==> config.mk <==
export PLATFORM = sky130hd
export DESIGN_NAME = mrcs_ctrl
export DESIGN_NICKNAME = d
export VERILOG_FILES = /design/src/hw/rtl/mrcs_pkg.sv /design/src/hw/rtl/mrcs_ctrl.sv
export SDC_FILE = /design/constraint.sdc
export NUM_CORES = 1
export LEC_CHECK = 0
export BUFFER_PORTS_ARGS = -buffer_cell sky130_fd_sc_hd__buf_2
export CORE_AREA = 2 2 39 41
export CTS_CLUSTER_DIAMETER = 60
export DETAILED_ROUTE_END_ITERATION = 8
export DIE_AREA = 0 0 41 43
export GPL_ROUTABILITY_DRIVEN = 0
export PLACE_DENSITY = 0.65
export SYNTH_ARGS = -nofsm -noshare
export SYNTH_HDL_FRONTEND = slang
export SYNTH_SLANG_ARGS = --single-unit
==> constraint.sdc <==
create_clock -name clk -period 3.4 [get_ports clk]
set_input_delay 0.51 -clock clk [delete_from_list [all_inputs] [get_ports clk]]
set_output_delay 0.51 -clock clk [all_outputs]
set_load 0.005 [all_outputs]
==> src/hw/rtl/mrcs_pkg.sv <==
package mrcs_pkg;

	// default sizes
	localparam int DEF_MAX_VERTICES = 1024;
	localparam int DEF_MAX_EDGES    = 4096;
	localparam int DEF_FRAC_BITS    = 18;

	// field widths
	localparam int KIND_W      = 2;
	localparam int ID_W        = 11;
	localparam int VAL_W       = 10;
	localparam int TIME_W      = 10;
	localparam int OUT_W       = 32;
	localparam int CFG_IDX_W   = 3;
	localparam int CFG_DATA_W  = 16;
	localparam int DIST_W      = 64;
	localparam int RATIO_INT_W = 14;
	localparam int VC_W        = 11;
	localparam int EC_W        = 13;
	localparam int IT_W        = 6;

	// register indexes
	localparam logic [CFG_IDX_W-1:0] REG_VERTEX_COUNT = 3'd0;
	localparam logic [CFG_IDX_W-1:0] REG_EDGE_COUNT   = 3'd1;
	localparam logic [CFG_IDX_W-1:0] REG_ITER_COUNT   = 3'd2;
	localparam logic [CFG_IDX_W-1:0] REG_RATIO_UPPER  = 3'd3;

	// register reset values
	localparam logic [VC_W-1:0]        RST_VERTEX_COUNT = 11'd2;
	localparam logic [EC_W-1:0]        RST_EDGE_COUNT   = 13'd2;
	localparam logic [IT_W-1:0]        RST_ITER_COUNT   = 6'd30;
	localparam logic [RATIO_INT_W-1:0] RST_RATIO_UPPER  = 14'd10000;

	typedef enum logic [KIND_W-1:0] {
		KIND_VERTEX = 2'd0,
		KIND_EDGE   = 2'd1,
		KIND_START  = 2'd2,
		KIND_NONE   = 2'd3
	} kind_t;

	// controller steps, also the command to the datapath
	typedef enum logic [4:0] {
		OP_IDLE,
		OP_HCLR,
		OP_ARD,
		OP_AHD,
		OP_AWR,
		OP_BSET,
		OP_MID,
		OP_PCLR,
		OP_PINIT,
		OP_POP,
		OP_PX,
		OP_PX2,
		OP_PL,
		OP_PE,
		OP_PW,
		OP_PC,
		OP_PEND,
		OP_DONE
	} op_t;

	typedef struct packed {
		op_t op;
	} ctrl_cmd_t;

	typedef struct packed {
		logic start;
		logic sweep_last;
		logic edges_done;
		logic edge_in_graph;
		logic iter_done;
		logic queue_empty;
		logic link_zero;
		logic found;
		logic out_busy;
	} dp_status_t;

endpackage

==> src/hw/rtl/mrcs_ctrl.sv <==
module mrcs_ctrl (
	input  logic                clk,
	input  logic                arst_n,
	input  mrcs_pkg::dp_status_t status,
	output mrcs_pkg::ctrl_cmd_t  cmd
);
	import mrcs_pkg::*;

	op_t state_q, state_d;

	always_ff @(posedge clk or negedge arst_n) begin
		if (!arst_n) begin
			state_q <= OP_IDLE;
		end else begin
			state_q <= state_d;
		end
	end

	always_comb begin
		state_d = state_q;
		cmd.op  = state_q;
		unique case (state_q)
			OP_IDLE:  if (status.start) state_d = OP_HCLR;
			OP_HCLR:  if (status.sweep_last) state_d = OP_ARD;
			OP_ARD:   state_d = status.edges_done ? OP_BSET : OP_AHD;
			OP_AHD:   state_d = status.edge_in_graph ? OP_AWR : OP_ARD;
			OP_AWR:   state_d = OP_ARD;
			OP_BSET:  state_d = OP_MID;
			OP_MID:   state_d = status.iter_done ? OP_DONE : OP_PCLR;
			OP_PCLR:  if (status.sweep_last) state_d = OP_PINIT;
			OP_PINIT: state_d = OP_POP;
			OP_POP:   state_d = status.queue_empty ? OP_PEND : OP_PX;
			OP_PX:    state_d = OP_PX2;
			OP_PX2:   state_d = OP_PL;
			OP_PL:    state_d = status.link_zero ? OP_POP : OP_PE;
			OP_PE:    state_d = OP_PW;
			OP_PW:    state_d = OP_PC;
			OP_PC:    state_d = status.found ? OP_PEND : OP_PL;
			OP_PEND:  state_d = OP_MID;
			OP_DONE:  if (!status.out_busy) state_d = OP_IDLE;
			default:  state_d = OP_IDLE;
		endcase
	end

endmodule

---- After elaboration in Yosys (flattened, before gate mapping) ----
Index checks and enable logic that the tools add are counted.
storage, ports and cells
  bits in registers ....................... 5
  output and inout port bits .............. 5
  logic and storage cells ................. 36
cells by class
  equality and inequality tests ........... 21
  multiplexer cells ....................... 11
  reduce and logical (&&, ||, !) cells .... 3
operators by type and width
  kind                                                  number
  case mux 5 bit (17 select lines)                      1
  equality test 5 x 4 -> 1 bit (second input constant)  8
  two-way mux 5 bit                                     7
  equality test 5 x 3 -> 1 bit (second input constant)  4
  equality test 5 x 2 -> 1 bit (second input constant)  2
  equality test 5 bit (second input constant)           2
  two-way mux 3 bit                                     3
  != test 2 bit (second input constant)                 4
  equality test 5 x 1 -> 1 bit (second input constant)  1
  logical NOT 5 bit                                     1
  AND reduction 4 bit                                   1
  OR reduction 2 bit                                    1

---- Longest topological paths before layout ----
  word-level depth ........................ 3
  mapped depth ............................ 7
  gate-level depth less buffers ........... 5

---- Worst setup path before layout ----
Ideal clock, no wire load.
  path kind ............................... register to register
  from .................................... reg state_q[0], in the netlist cmd[0]
  to ...................................... reg state_q[1], in the netlist cmd[1]
  library setup time ...................... 140 ps
  arrival time ............................ 1267 ps
  data required time ...................... 3260 ps
  setup slack ............................. 1993 ps
  stages on the path, launching flop included .. 7
  buffers on the path ..................... 1
  clock period less this slack ............ 1407 ps
  cell sequence ........................... dfrtp_1 -> buf_4 -> nand2b_1 -> o21ai_1 -> and3_4 -> a2111oi_2 -> o211ai_1
between the ends
  word-level cells in the longest chain between the ends .. 3
  elaborated cells on any way between the ends .. 25
  those cells by class .................... eq/ne: 21; mux: 1; reduce/logical: 3
RTL lines
  element                                                                         line             RTL
  start, declared                                                                 mrcs_ctrl.sv:9   op_t state_q, state_d;
  start signal, assigned                                                          mrcs_ctrl.sv:15  state_q <= state_d;
  equality test 5 bit (tied with other cells)                                     mrcs_ctrl.sv:22  unique case (state_q)
  OR reduction 2 bit (no line) / != test 2 bit (equally long branches)            -
  case mux 5 bit (17 select lines) / AND reduction 4 bit (equally long branches)  -
Parallel ways exist; a longest one is shown, timed or not.
A chain may end at the register's enable or synchronous reset.

---- Worst setup path after layout ----
Same ends and word-level chain as after synthesis.

==> results by group <==
Placed design
  • Dpl ws: 1.69 ns
  • Placed cells: 92
  • Hpwl dp: 918 um
  • PortBufs: 15

Timing
  • Min Tclk post-route: 1.72 ns
  • Pin slew with the least headroom to its limit: 0.535 ns
  • Period Utilization, post-route: 0.506
  • Final hold slack: 0.0701 ns
  • Worst slew margin: 0.643
  • Setup TNS: 0 ns
  • Fin. Hold Viols: 0
  • Final worst setup slack: 1.68 ns
  • RSZ-0062 raised after global routing: false
  • Max-slew violation count: 0
  • Fmax: 581 MHz
  • Setup-failing EPs final: 0
  • Skew final: 0.00132 ns

Yosys
  • Syn_nets: 78
  • Post-Syn Area: 541 um2
  • Post-synth top flop: dfrtp_1
  • Post-synth top area share: 0.231
  • Seq/Total Area, Yosys: 0.231
  • Post-Syn Instances: 67
  • Synth Register Bits: 5
  • Ys Warns: 0
  • Number of flops mapped to enable cells by yosys: 0
  • Commonest cells post-synth: 8 x nand2_1, 5 x a21oi_1, 5 x dfrtp_1, 5 x nor2_1
  • Ys async rst share: 1.00
  • Post-synth top area cell: dfrtp_1
  • Distinct cells, synth: 36
  • Post-Syn Area per Cell: 8.07 um2
  • Most common cell in the synthesized netlist: nand2_1
  • Area contributors post-synth: dfrtp_1 23%, a2111oi_2 5.6%, nand2_1 5.6%

Outcome
  • Status: completed

Setup path
  • Delay-heaviest family, CP: flip-flops
  • Worst r2r src: cmd[0]
  • Crit end category: flip-flop
  • Crit-path cells: nand2b_1 > o21ai_1 > and3_4 > a2111oi_2 > o211ai_1
  • Reg2Reg Setup Slack: 1.68 ns
  • Buffer and inverter count on the worst path: 0
  • End point of the critical path: cmd[1]
  • Critical Path Fanout Max: 18
  • Worst path max stage delay: 0.67 ns
  • Worst EP required: 3.51 ns
  • R2R Path End: cmd[1]
  • Setup crit start: cmd[0]
  • Worst R2R Path Depth: 5
  • CP Depth: 5
  • Crit path DAT: 1.83 ns
  • WS Path Type: flip-flop to flip-flop
  • Slowest CP cell: dfrtp_1
  • Startpoint types: flip-flop

Floorplan
  • Core region area: 1380 um2
  • # IOs: 16
  • Chip height: 43 um
  • Num rows: 14
  • Initial core utilization: 0.391
  • Die Area: 1760 um2
  • Die W: 41 um

Clock network
  • H-tree level count: 1
  • Post_cts resized: 0
  • Hold_buf cts: 0
  • Clock root buffer: clkbuf_4
  • Post-CTS setup repair buffer count: 0
  • Insertion delay to the later sink of the worst-skew pair: 0.24 ns
  • CTS Buf Count: 3
  • CTS Buffer Depth: 2
  • CTS tree: yes
  • CTS clock-pin slew for the worst setup and hold paths: 0.04 ns
  • Clock sinks: 5

Detailed routing
  • Top sig layer: met3
  • Drt pass-1 iters: 4
  • Post-DRT Antenna Nets: 0
  • Total number of vias: 553
  • Met2 WL: 641 um
  • M1 wire length: 588 um
  • DR WL met3: 53 um
  • DRT iter0 DRCs: 3
  • Via density: 5.76
  • DRC: 0
  • Avg WL per Cell: 13.4 um
  • WL final: 1.28 mm

Layout
  • Layout cells sized above 1: 0.338
  • Cell Count, Final, Fillers Out: 96
  • Area growth syn-to-layout: 15.0%
  • Max reg flops: 5
  • Nets: 92
  • Ant diodes: 0

Global route
  • Largest net degree at the start of global routing: 19
  • Initial antenna violation count: 0
  • Number of global-route vias before repair: 486
  • Tot GR Track Use: 0.173
  • Total grt overflow: 0
  • Global-route wire length before repair: 2.07 mm

Power and ir drop
  • Power per cell area: 862 nW/um2
  • Power Total: 0.536 mW
  • Worst VDD drop: 438 uV
  • Leak: 0.260 nW

Run
  • Max-cap viol count: 0

Hold path
  • Type of the worst min-delay path: primary input to async pin
worst min-delay path by stage:
stage / to / slack (ns) / depth (start not counted)
6_report: cmd[1] / 0.07 / 1
5_1_grt: cmd[1] / 0.07 / 1
4_1_cts: cmd[1] / 0.07 / 1
3_5_place_dp: cmd[0] / 0.33 / 1
3_3_place_gp: cmd[0] / 0.33 / 1
2_1_floorplan: cmd[0] / 0.21 / 0
placed cells by master, fill, tap and decap left out, drive strengths merged, types with 2 or more instances in the layout:
cell,count
buf,15
nand3,2
o21ai,6
clkbuf,4
a21oi,5
o211ai,2
a2111oi,2
nand2,9
nor2,6
dfrtp,5
and3,2
nor4,2
nand2b,3
logic make-up after synthesis:
logic type / count (synthesis) / share of synthesized area
simple gates: 29 / 0.310
compound gates: 25 / 0.359
mux: 1 / 0.0185
buf+inv: 7 / 0.0810
flops: 5 / 0.231
metrics by stage:
step	area, um2	util
after floorplan	541	-
after global placement	596	0.430
after detailed placement	596	0.430
after CTS	622	0.449
after global routing	622	0.449
final	622	0.449
report_power, final:
part / total (mW) / internal [mW] / switching (mW)
sequential: 0.188 / 0.0833 / 0.105
combinational: 0.279 / 0.141 / 0.138
clock: 0.0690 / 0.0444 / 0.0246
routing by layer:
metal / global-route usage / vias to the layer above
met5: 0 / -
met4: 0.0533 / 0
met3: 0.0838 / 0
met2: 0.241 / 12
met1: 0.230 / 264
li1: - / 277
cell type report:
| cell class | instances | area, um2 |
|---|---|---|
| clock buffer | 4 | 26.3 |
| fill | 147 | 762 |
| inverter | 1 | 3.75 |
| multi-input combinational | 55 | 372 |
| sequential | 5 | 125 |
| tap | 16 | 20.0 |
| timing repair buffer | 15 | 75.1 |
Note: power is estimated with default switching activity, not from simulation.
